$ cat src/rtl/core/bcnec_pkg.sv
`timescale 1ns / 1ps
`default_nettype none
package bcnec_pkg;

  // Width of the tick counter; phase lengths above its range are clipped
  localparam int TICK_COUNT_BITS = 18;
  // Width of the timing registers and of the configuration data
  localparam int REG_W = 18;
  // Width used when comparing a phase length with the clipped maximum
  localparam int CMP_W = (TICK_COUNT_BITS > REG_W) ? TICK_COUNT_BITS : REG_W;
  localparam int CFG_IDX_W = 3;
  localparam int NUM_KEYS = 7;
  localparam int FRAME_BITS = 32;
  localparam int BITS_LEFT_W = 6;

  // Register indexes on the configuration port
  typedef enum logic [CFG_IDX_W-1:0] {
    REG_ADDRESS        = 3'd0,
    REG_SECOND_ADDRESS = 3'd1,
    REG_START_MARK     = 3'd2,
    REG_START_SPACE    = 3'd3,
    REG_BIT_MARK       = 3'd4,
    REG_ONE_SPACE      = 3'd5,
    REG_ZERO_SPACE     = 3'd6,
    REG_GAP            = 3'd7
  } reg_idx_t;

  // Input operation codes
  localparam logic OP_TICK  = 1'b0;
  localparam logic OP_EVENT = 1'b1;

  // Frame sequencer phases
  typedef enum logic [2:0] {
    PH_IDLE        = 3'd0,
    PH_START_MARK  = 3'd1,
    PH_START_SPACE = 3'd2,
    PH_BIT_MARK    = 3'd3,
    PH_BIT_SPACE   = 3'd4,
    PH_STOP_MARK   = 3'd5,
    PH_STOP_SPACE  = 3'd6,
    PH_GAP         = 3'd7
  } phase_t;

  // Button word to command byte table
  localparam logic [15:0] KEY_WORDS [NUM_KEYS] = '{
    16'd64975, 16'd64943, 16'd64847, 16'd64783, 16'd64815, 16'd64879, 16'd64911
  };
  localparam logic [7:0] KEY_CMDS [NUM_KEYS] = '{
    8'h90, 8'h50, 8'h61, 8'hC8, 8'h48, 8'hA8, 8'h28
  };

  // Classified request passed from the front to the back
  typedef struct packed {
    logic       is_event;
    logic       hit;
    logic [7:0] cmd;
  } cmd_item_t;

  // One result as delivered on the output queue
  typedef struct packed {
    logic ir_level;
    logic busy_res;
    logic indicator;
    logic accepted;
  } result_t;

  // Look a button word up in the table; hit is low for unknown words
  function automatic cmd_item_t key_lookup(input logic [15:0] word);
    cmd_item_t r;
    r = '0;
    for (int k = 0; k < NUM_KEYS; k++) begin
      if (!r.hit && word == KEY_WORDS[k]) begin
        r.hit = 1'b1;
        r.cmd = KEY_CMDS[k];
      end
    end
    return r;
  endfunction

endpackage
`default_nettype wire

$ cat src/rtl/core/button_code_to_nec_ir_transmitter_core.sv
// Button word to NEC-style IR frame transmitter.
// Input queue side: push / full with operation, button_word, previous_word.
//   operation low is one microsecond tick, high is a button event; a request
//   is taken on an edge with push high and full low.
// Result queue side: empty / pop with ir_level, busy_res, indicator, accepted;
//   every request gives exactly one result, taken on an edge with pop high
//   and empty low.
// Configuration: cfg_wr_en, cfg_index, cfg_data write one register per edge,
//   to be used only while the block is idle.
// Path: request queue, sequencer, then the registered result queue.
// Throughput: one request per cycle while the result queue has room; each taken
//   request updates the sequencer between two-entry request and result queues.
// Reset (rst, synchronous): sequencer idle, indicator low, both queues empty,
//   registers back to their defaults.
// When the receiver stalls, the result queue fills, the sequencer holds, and
//   full rises once the request queue holds two entries; nothing is lost.
`timescale 1ns / 1ps
`default_nettype none
module button_code_to_nec_ir_transmitter_core (
  input  wire                                clk,
  input  wire                                rst,
  input  wire                                push,
  output logic                               full,
  input  wire                                operation,
  input  wire  [15:0]                        button_word,
  input  wire  [15:0]                        previous_word,
  output logic                               empty,
  input  wire                                pop,
  output logic                               ir_level,
  output logic                               busy_res,
  output logic                               indicator,
  output logic                               accepted,
  input  wire                                cfg_wr_en,
  input  wire  [bcnec_pkg::CFG_IDX_W-1:0]    cfg_index,
  input  wire  [bcnec_pkg::REG_W-1:0]        cfg_data
);
  import bcnec_pkg::*;

  cmd_item_t item;
  logic      item_valid;
  logic      item_take;
  result_t   res;

  bcnec_front u_front (
    .clk           (clk),
    .rst           (rst),
    .push          (push),
    .full          (full),
    .operation     (operation),
    .button_word   (button_word),
    .previous_word (previous_word),
    .item          (item),
    .item_valid    (item_valid),
    .item_take     (item_take)
  );

  bcnec_back u_back (
    .clk        (clk),
    .rst        (rst),
    .cfg_wr_en  (cfg_wr_en),
    .cfg_index  (cfg_index),
    .cfg_data   (cfg_data),
    .item       (item),
    .item_valid (item_valid),
    .item_take  (item_take),
    .res        (res),
    .res_empty  (empty),
    .res_pop    (pop)
  );

  assign ir_level  = res.ir_level;
  assign busy_res  = res.busy_res;
  assign indicator = res.indicator;
  assign accepted  = res.accepted;

endmodule
`default_nettype wire

$ cat src/rtl/core/bcnec_front.sv
`timescale 1ns / 1ps
`default_nettype none
module bcnec_front (
  input  wire                  clk,
  input  wire                  rst,
  input  wire                  push,
  output logic                 full,
  input  wire                  operation,
  input  wire  [15:0]          button_word,
  input  wire  [15:0]          previous_word,
  output bcnec_pkg::cmd_item_t item,
  output logic                 item_valid,
  input  wire                  item_take
);
  import bcnec_pkg::*;

  cmd_item_t  slots [2];
  logic       wr_ptr;
  logic       rd_ptr;
  logic [1:0] count;
  cmd_item_t  classified;
  cmd_item_t  lk;
  logic       do_push;
  logic       do_pop;

  // Classify: tick, or event with matching words and a known code
  always_comb begin
    lk = key_lookup(button_word);
    classified.is_event = (operation == OP_EVENT);
    classified.hit      = (operation == OP_EVENT) && (button_word == previous_word) && lk.hit;
    classified.cmd      = lk.cmd;
  end

  assign full       = (count == 2'd2);
  assign item_valid = (count != 2'd0);
  assign item       = slots[rd_ptr];
  assign do_push    = push && !full;
  assign do_pop     = item_take && item_valid;

  // Two-entry request queue
  always_ff @(posedge clk) begin
    if (do_push) begin
      slots[wr_ptr] <= classified;
    end
  end

  always_ff @(posedge clk) begin
    if (rst) begin
      wr_ptr <= 1'b0;
      rd_ptr <= 1'b0;
      count  <= 2'd0;
    end else begin
      if (do_push) wr_ptr <= ~wr_ptr;
      if (do_pop)  rd_ptr <= ~rd_ptr;
      unique case ({do_push, do_pop})
        2'b10:   count <= count + 2'd1;
        2'b01:   count <= count - 2'd1;
        default: count <= count;
      endcase
    end
  end

endmodule
`default_nettype wire

$ cat src/rtl/core/bcnec_back.sv
`timescale 1ns / 1ps
`default_nettype none
module bcnec_back (
  input  wire                                  clk,
  input  wire                                  rst,
  input  wire                                  cfg_wr_en,
  input  wire  [bcnec_pkg::CFG_IDX_W-1:0]      cfg_index,
  input  wire  [bcnec_pkg::REG_W-1:0]          cfg_data,
  input  wire  bcnec_pkg::cmd_item_t           item,
  input  wire                                  item_valid,
  output logic                                 item_take,
  output bcnec_pkg::result_t                   res,
  output logic                                 res_empty,
  input  wire                                  res_pop
);
  import bcnec_pkg::*;

  localparam logic [TICK_COUNT_BITS-1:0] CNT_MAX = '1;

  // Configuration registers
  logic [7:0]       address_byte;
  logic [7:0]       second_address_byte;
  logic [REG_W-1:0] start_mark_ticks;
  logic [REG_W-1:0] start_space_ticks;
  logic [REG_W-1:0] bit_mark_ticks;
  logic [REG_W-1:0] one_space_ticks;
  logic [REG_W-1:0] zero_space_ticks;
  logic [REG_W-1:0] gap_ticks;

  // Sequencer state
  phase_t                     phase, phase_next;
  logic [BITS_LEFT_W-1:0]     bits_left, bits_left_next;
  logic [TICK_COUNT_BITS-1:0] tick_count, tick_count_next;
  logic [FRAME_BITS-1:0]      frame_shift, frame_shift_next;
  logic                       indicator_level, indicator_level_next;

  // Result queue
  result_t    rq [2];
  logic       rq_wr;
  logic       rq_rd;
  logic [1:0] rq_count;
  logic       rq_pop;
  result_t    res_new;

  logic [REG_W-1:0]       len;
  logic [CMP_W-1:0]       len_c;
  logic [CMP_W:0]         next_cnt;
  logic                   phase_done;
  logic [BITS_LEFT_W-1:0] bits_dec;

  always_ff @(posedge clk) begin
    if (rst) begin
      address_byte        <= 8'd97;
      second_address_byte <= 8'd78;
      start_mark_ticks    <= REG_W'(8950);
      start_space_ticks   <= REG_W'(4450);
      bit_mark_ticks      <= REG_W'(560);
      one_space_ticks     <= REG_W'(1625);
      zero_space_ticks    <= REG_W'(550);
      gap_ticks           <= REG_W'(250000);
    end else if (cfg_wr_en) begin
      unique case (reg_idx_t'(cfg_index))
        REG_ADDRESS:        address_byte        <= cfg_data[7:0];
        REG_SECOND_ADDRESS: second_address_byte <= cfg_data[7:0];
        REG_START_MARK:     start_mark_ticks    <= cfg_data;
        REG_START_SPACE:    start_space_ticks   <= cfg_data;
        REG_BIT_MARK:       bit_mark_ticks      <= cfg_data;
        REG_ONE_SPACE:      one_space_ticks     <= cfg_data;
        REG_ZERO_SPACE:     zero_space_ticks    <= cfg_data;
        REG_GAP:            gap_ticks           <= cfg_data;
        default:            address_byte        <= address_byte;
      endcase
    end
  end

  // Take a request whenever the result queue has room (or is draining)
  assign rq_pop    = res_pop && (rq_count != 2'd0);
  assign item_take = item_valid && ((rq_count != 2'd2) || rq_pop);

  // Length of the current phase, clipped to the counter range
  always_comb begin
    unique case (phase)
      PH_START_MARK:  len = start_mark_ticks;
      PH_START_SPACE: len = start_space_ticks;
      PH_BIT_MARK:    len = bit_mark_ticks;
      PH_BIT_SPACE:   len = frame_shift[FRAME_BITS-1] ? one_space_ticks : zero_space_ticks;
      PH_STOP_MARK:   len = bit_mark_ticks;
      PH_STOP_SPACE:  len = one_space_ticks;
      PH_GAP:         len = gap_ticks;
      default:        len = REG_W'(1);
    endcase
    len_c      = (CMP_W'(len) > CMP_W'(CNT_MAX)) ? CMP_W'(CNT_MAX) : CMP_W'(len);
    next_cnt   = (CMP_W+1)'(tick_count) + (CMP_W+1)'(1);
    phase_done = (next_cnt >= {1'b0, len_c});
    bits_dec   = bits_left - BITS_LEFT_W'(1);
  end

  // Next state and result for the request being taken
  always_comb begin
    phase_next           = phase;
    bits_left_next       = bits_left;
    tick_count_next      = tick_count;
    frame_shift_next     = frame_shift;
    indicator_level_next = indicator_level;
    res_new.accepted     = 1'b0;
    if (item_take) begin
      if (!item.is_event) begin
        if (phase != PH_IDLE) begin
          if (phase_done) begin
            tick_count_next = '0;
            unique case (phase)
              PH_START_MARK:  phase_next = PH_START_SPACE;
              PH_START_SPACE: phase_next = PH_BIT_MARK;
              PH_BIT_MARK:    phase_next = PH_BIT_SPACE;
              PH_BIT_SPACE: begin
                frame_shift_next = {frame_shift[FRAME_BITS-2:0], 1'b0};
                bits_left_next   = bits_dec;
                phase_next       = (bits_dec == '0) ? PH_STOP_MARK : PH_BIT_MARK;
              end
              PH_STOP_MARK:   phase_next = PH_STOP_SPACE;
              PH_STOP_SPACE:  phase_next = PH_GAP;
              default:        phase_next = PH_IDLE;
            endcase
          end else begin
            tick_count_next = next_cnt[TICK_COUNT_BITS-1:0];
          end
        end
      end else if (phase == PH_IDLE && item.hit) begin
        frame_shift_next     = {address_byte, second_address_byte, item.cmd, ~item.cmd};
        bits_left_next       = BITS_LEFT_W'(FRAME_BITS);
        tick_count_next      = '0;
        phase_next           = PH_START_MARK;
        indicator_level_next = ~indicator_level;
        res_new.accepted     = 1'b1;
      end
    end
    res_new.ir_level  = (phase_next == PH_START_MARK) || (phase_next == PH_BIT_MARK) ||
                        (phase_next == PH_STOP_MARK);
    res_new.busy_res  = (phase_next != PH_IDLE);
    res_new.indicator = indicator_level_next;
  end

  always_ff @(posedge clk) begin
    if (rst) begin
      phase           <= PH_IDLE;
      bits_left       <= '0;
      tick_count      <= '0;
      frame_shift     <= '0;
      indicator_level <= 1'b0;
    end else begin
      phase           <= phase_next;
      bits_left       <= bits_left_next;
      tick_count      <= tick_count_next;
      frame_shift     <= frame_shift_next;
      indicator_level <= indicator_level_next;
    end
  end

  // Two-entry result queue
  always_ff @(posedge clk) begin
    if (item_take) begin
      rq[rq_wr] <= res_new;
    end
  end

  always_ff @(posedge clk) begin
    if (rst) begin
      rq_wr    <= 1'b0;
      rq_rd    <= 1'b0;
      rq_count <= 2'd0;
    end else begin
      if (item_take) rq_wr <= ~rq_wr;
      if (rq_pop)    rq_rd <= ~rq_rd;
      unique case ({item_take, rq_pop})
        2'b10:   rq_count <= rq_count + 2'd1;
        2'b01:   rq_count <= rq_count - 2'd1;
        default: rq_count <= rq_count;
      endcase
    end
  end

  assign res       = rq[rq_rd];
  assign res_empty = (rq_count == 2'd0);

endmodule
`default_nettype wire

$ cat config.mk
export PLATFORM = sky130hd
export DESIGN_NAME = button_code_to_nec_ir_transmitter_core
export DESIGN_NICKNAME = d
export VERILOG_FILES = /design/src/rtl/core/bcnec_pkg.sv /design/src/rtl/core/button_code_to_nec_ir_transmitter_core.sv /design/src/rtl/core/bcnec_front.sv /design/src/rtl/core/bcnec_back.sv
export SDC_FILE = /design/constraint.sdc
export NUM_CORES = 1
export LEC_CHECK = 0
export ABC_AREA = 0
export BUFFER_PORTS_ARGS = -buffer_cell sky130_fd_sc_hd__buf_2
export CAP_MARGIN = 25
export CORE_MARGIN = 4
export CORE_UTILIZATION = 44
export CTS_BUF_LIST = sky130_fd_sc_hd__clkbuf_8
export CTS_CLUSTER_DIAMETER = 200
export DETAILED_ROUTE_END_ITERATION = 8
export PLACE_DENSITY = 0.59
export SYNTH_ARGS = -nofsm -noshare
export SYNTH_HDL_FRONTEND = slang
export SYNTH_HIERARCHICAL = 1
export SYNTH_SLANG_ARGS = --single-unit
$ cat constraint.sdc
create_clock -name clk -period 4.8 [get_ports clk]
set_input_delay 0 -clock clk [delete_from_list [all_inputs] [get_ports clk]]
set_output_delay 0 -clock clk [all_outputs]
set_load 0.02 [all_outputs]
* Word level (Yosys, flattened, before mapping)
Memory sizes are Yosys's and may differ from the RTL's. A register that Yosys moved wholly into a read port is not among the register bits.
Cells that the tools add are included.
** Cells by class
- Reductions and logical operators :: 47
- Add/subtract/negate cells :: 6
- Bitwise gates (word level) :: 6
- Muxes and demuxes :: 47
- $lt $le $gt $ge :: 2
- Equality and inequality tests :: 32
** Operators with widths (number)
- $mux W32 :: 5
- $eq A16 B16 Y1 const B :: 7
- $mux W18 :: 6
- $pmux W18 S6 :: 1
- $mux W9 :: 7
- $mux W6 :: 5
- $eq A3 B3 Y1 const B :: 9
- $add A18 B1 Y19 const B :: 1
- $ge A19 B18 Y1 :: 1
- $gt A18 B18 Y1 const B :: 1
- $mux W3 :: 6
- $pmux W3 S6 :: 1
- $eq A16 B16 Y1 :: 1
- $reduce_and A2 Y1 :: 8
- $eq A3 B2 Y1 const B :: 5
- $mux W1 :: 14
- $reduce_bool A2 Y1 :: 7
- $logic_and A1 B1 Y1 :: 13
- $eq A3 B1 Y1 const B :: 3
- $not A8 Y8 :: 1
- $pmux W2 S2 :: 2
- $logic_not A1 Y1 :: 7
- $eq A2 B2 Y1 const B :: 3
- $logic_not A3 Y1 :: 2
- other kinds (13) :: 24
** Word-level totals
- Memories :: 2
- Output and inout port bits :: 6
- Input bits :: 59
- Memory bits (writable) :: 28
- Word-level logic and storage cells :: 161
- Bits in registers :: 192
** Memories
- u_front.slots :: depth 2, width 10, rd ports 1, clocked after memory_dff 1, wr ports 1, RTL line bcnec_front.sv:17 : cmd_item_t slots [2];
- u_back.rq :: depth 2, width 4, rd ports 1, clocked after memory_dff 1, wr ports 1, RTL line bcnec_back.sv:38 : result_t rq [2];

* Depth between registers and ports, before layout
- Word-level depth :: 21
- Mapped depth :: 17

* Modules after synthesis
The synthesis kept the hierarchy.
** By module, submodules not included
- bcnec_back :: area each 9235.1 um^2, times used 1, cells an instance 1110, sequential area each 4023.9 um^2
- bcnec_front :: area each 1157.4 um^2, times used 1, cells an instance 100, sequential area each 580.6 um^2

* Least setup slack after synthesis
No wires, ideal clock.
- Path kind :: register -> register
- Start :: register u_back.frame_shift[31]
- End :: register u_back.tick_count[4]
- Required time :: 4.726 ns
- Path slack :: 0.958 ns
- Buffers on the path :: 1
- Data arrival time :: 3.768 ns
- Stages on the path, launching flop included :: 14
- Cells stage by stage :: dfxtp_1 clkbuf_1 nor2_1 mux2i_1 o21ai_0 a222oi_1 ha_1 a21oi_1 o21ai_1 a2111oi_2 o2111ai_2 or3_1 or3_1 o21ai_0
** Between the ends
- Longest elaborated chain between the ends :: 8
** Ends and longest elaborated chain
- start, declared :: RTL line bcnec_back.sv:34 : logic [FRAME_BITS-1:0] frame_shift, frame_shift_next;
- start signal, assigned :: RTL line bcnec_back.sv:154 : frame_shift <= frame_shift_next;
- $mux W18 * :: RTL line bcnec_back.sv:86 : PH_BIT_SPACE: len = frame_shift[FRAME_BITS-1] ? one_space_ticks : zero_space_ticks;
- $pmux W18 S6 * :: RTL line bcnec_back.sv:82 : unique case (phase)
- $gt A18 B18 Y1 :: RTL line bcnec_back.sv:92 : len_c = (CMP_W'(len) > CMP_W'(CNT_MAX)) ? CMP_W'(CNT_MAX) : CMP_W'(len);
- $mux W18 * :: RTL line bcnec_back.sv:92
- $ge A19 B18 Y1 * :: RTL line bcnec_back.sv:94 : phase_done = (next_cnt >= {1'b0, len_c});
- $mux W18 * :: RTL line bcnec_back.sv:109 : if (phase_done) begin
- $mux W18 * :: RTL line bcnec_back.sv:108 : if (phase != PH_IDLE) begin
- $mux W18 * :: RTL line bcnec_back.sv:107 : if (!item.is_event) begin
- end signal, assigned :: RTL line bcnec_back.sv:153 : tick_count <= tick_count_next;
- end, declared :: RTL line bcnec_back.sv:33 : logic [TICK_COUNT_BITS-1:0] tick_count, tick_count_next;
Every way passes the cells marked *; elsewhere a longest branch is shown, timed or not. The select of a mux whose other input is x is not followed.
A chain may end at the register's enable or synchronous reset.

==> results.json <==
{
  "clockBufferDepth": 3,
  "portBuffers": 64,
  "seqCellArea_mm2": 0.00460,
  "place_hpwl_mm": 18.0,
  "vias": 8795,
  "viasPerCell": 5.39,
  "root_buffer": "clkbuf_8",
  "fillers": 2144,
  "antenna_found_initial": 0,
  "drtAntennaViolNets": 0,
  "required_ns": 5.03,
  "path_clk_slew_ns": 0.06,
  "rows": 55,
  "setup_viol": 0,
  "end_kind": "flip-flop",
  "cts_tree": "done",
  "setup-tns-final_ns": 0,
  "fp.dieH_um": 162,
  "final.setup.worst_slack_ns": 0.634,
  "antenna_cells": 0,
  "synth_seq_area_share_pct": 44.3,
  "powerDensity_mw_per_mm2": 420,
  "grt_pass1_vias": 8451,
  "cts_resized": 0,
  "tightest_slew_ns": 1.04,
  "clock_sinks": 218,
  "fin_crit_sh_pct": 86.8,
  "drc": 0,
  "die_w_um": 162,
  "dpl.cell_count": 1530,
  "wl_per_cell_um": 17.0,
  "yosys.cell_types.count": 68,
  "cts_htree_levels": 2,
  "gp_congestion": 0.821,
  "stdcell_count": 1633,
  "max_stage_delay_ns": 0.56,
  "place_ws_ns": 0.715,
  "hold_violations": 0,
  "grt_max_degree": 74,
  "slew_viol_final": 0,
  "ioPinCount": 65,
  "drive_above_1_share_pct": 15.5,
  "wl_mm": 27.7,
  "cts_hold_buffers": 31,
  "ys_warn_count": 6,
  "vdd_drop_max_mv": 0.249,
  "clock_skew_ns": 0.0328,
  "gr-total-overflow": 0,
  "cp_cell_sequence": "xor2_1 > buf_4 > and2_1 > a221oi_1 > ha_1 > a21oi_1 > o21ai_1 > a2111oi_2 > o2111ai_2 > and2_0 > a31oi_1 > o221ai_1",
  "rsz0062_at_grt": "false",
  "ys_ff_latch": 218,
  "area_delta_synth_final_pct": 16.3,
  "worstPathArrival_ns": 4.39,
  "async_reset_ff_share_pct": 0,
  "multiInputGateArea_mm2": 0.00541,
  "grt.total_usage_pct": 20.9,
  "post_cts.repair.setup_buffers": 0,
  "syn-cell-area_mm2": 0.0104,
  "fin_nets": 1372,
  "synth_edf_count": 24,
  "slew_headroom_pct": 30.4,
  "layout_min_cycle_time_ns": 4.17,
  "firstDrtPassIters": 5,
  "cap_viol_max_count": 0,
  "path_class": "reg2reg",
  "core_area_mm2": 0.0229,
  "syn_inst": 1210,
  "cp_max_fo": 12,
  "start_kind": "flip-flop",
  "p_leak_uw": 0.00468,
  "yosys_most_used_dff": "dfxtp_1",
  "cts_inserted_buffers": 39,
  "grt_pass1_wl_mm": 44.9,
  "fmax_ghz": 0.240,
  "clock_latency_ns": 0.53,
  "avgSynthCellArea_um2": 8.59,
  "die_area_mm2": 0.0261,
  "drtIter0Drc": 794,
  "cp_slowest_cell": "dfxtp_1",
  "status": "completed",
  "start_util_pct": 45.4,
  "power_uw": 5080,
  "hold_class": "in2reg"
}
## power by group
group / internal [uW] / leakage [uW] / switching, uW / total [uW]
Sequential: 2030 / 0.00180 / 97.9 / 2130
Clock: 895 / 0.000436 / 740 / 1630
Combinational: 534 / 0.00244 / 779 / 1310
## critical path, delay by kind of cell, from the launching register on
kind / cells / cell delay [ns]
adder cells (fa/ha/maj): 1 / 0.36
buffers and inverters: 1 / 0.24
XOR/XNOR: 1 / 0.17
flip-flops: 1 / 0.56
AND/OR/NAND/NOR: 2 / 0.61
AO/OA/AOI/OAI: 7 / 1.93
## layout by cell type (no fill, tap or decap), drive strengths merged, types with 20 or more instances in the layout
| master | Yosys | layout |
|---|---|---|
| nand2 | 276 | 276 |
| dfxtp | 194 | 194 |
| a21oi | 108 | 108 |
| nor2 | 105 | 105 |
| buf | 14 | 88 |
| mux2i | 60 | 60 |
| nand3 | 54 | 54 |
| clkbuf | 66 | 44 |
| dlygate4sd3 | 0 | 31 |
| inv | 15 | 31 |
| o21ai | 31 | 31 |
| a211oi | 29 | 29 |
| edfxtp | 24 | 24 |
| ha | 22 | 22 |
| xor2 | 21 | 21 |
| xnor2 | 20 | 20 |
## cells by family after synthesis
| family | Yosys count | synth area share (%) |
|---|---|---|
| other | 1 | 0.0361 |
| buffers and inverters | 96 | 3.91 |
| muxes | 78 | 7.73 |
| DFF | 218 | 44.3 |
| xor gates and xnor gates | 41 | 3.46 |
| and+or+nand+nor | 512 | 21.6 |
| adders and majority gates | 22 | 2.65 |
| AOI/OAI and AO/OA | 242 | 16.3 |
## layout make-up
type                    count  area share (%)
clock buffers              44            5.01
clock inverters            26            1.15
inverters                  16           0.497
multi-input cells         897            44.8
flip-flops and latches    218            38.1
well taps                 313            3.24
repair buffers            119            7.23
## routing by layer
layer / share of wire (%) / up-vias / routed length [um] / GRT usage, %
met4: 1.3 / 0 / 352 / 4.73
met2: 45 / 237 / 12400 / 32.4
met3: 5.3 / 32 / 1480 / 3.02
met5: 0 / - / 0 / 0
li1: - / 4389 / - / -
met1: 49 / 4137 / 13500 / 31.0
## Yosys cell counts, types with 10 or more instances
cell type / number / area share (%)
nor3_1: 11 / 0.53
nand3_1: 53 / 2.6
inv_1: 15 / 0.54
nand4_1: 10 / 0.60
xnor2_1: 20 / 1.7
o21ai_0: 28 / 1.3
mux2_2: 18 / 2.0
a211oi_2: 24 / 2.9
edfxtp_1: 24 / 6.9
clkbuf_1: 64 / 2.3
dfxtp_1: 194 / 37
a21oi_1: 108 / 5.2
a22oi_1: 13 / 0.94
nor2_1: 105 / 3.8
mux2i_1: 60 / 5.8
ha_1: 22 / 2.6
nand2_1: 275 / 9.9
xor2_1: 21 / 1.8
a22o_1: 18 / 1.5
## flip-flops by register name (all words and copies together), names as in the netlist, 2 cells and up, named ones only
name                        cells
u_back/frame_shift             32
u_back/second_address_byte      8
u_front/count                   2
u_back/bits_left                6
u_back/rq_count                 2
u_back/rq                       8
u_back/bit_mark_ticks          18
u_back/start_space_ticks       18
u_back/zero_space_ticks        18
u_front/slots                  16
u_back/address_byte             8
u_back/gap_ticks               18
u_back/phase                    3
u_back/one_space_ticks         18
u_back/start_mark_ticks        18
u_back/tick_count              18
## through the flow
step                utilization, %  hold slack (ns)  instance area (um^2)
floorplan                        -           0.0691                 10400
global placement              47.9            0.222                 11000
detailed placement            48.0            0.230                 11000
CTS                           52.6          0.00573                 12100
global route                  52.7           0.0299                 12100
finish                        52.7           0.0284                 12100
## worst paths after layout
path	startpoint	end	slack, ns	depth (start not counted)
max	u_back/phase[1]$_SDFF_PP0_	u_back/rq[0][3]$_DFFE_PP_	0.63	12
min	button_word[6]	u_front/slots[0][6]$_DFFE_PP_	0.03	3
max reg2reg	u_back/phase[1]$_SDFF_PP0_	u_back/rq[0][3]$_DFFE_PP_	0.63	12
min reg2reg	u_back/one_space_ticks[16]$_SDFFE_PP0P_	u_back/one_space_ticks[16]$_SDFFE_PP0P_	0.45	2
Note: power is estimated with default switching activity, not from simulation.
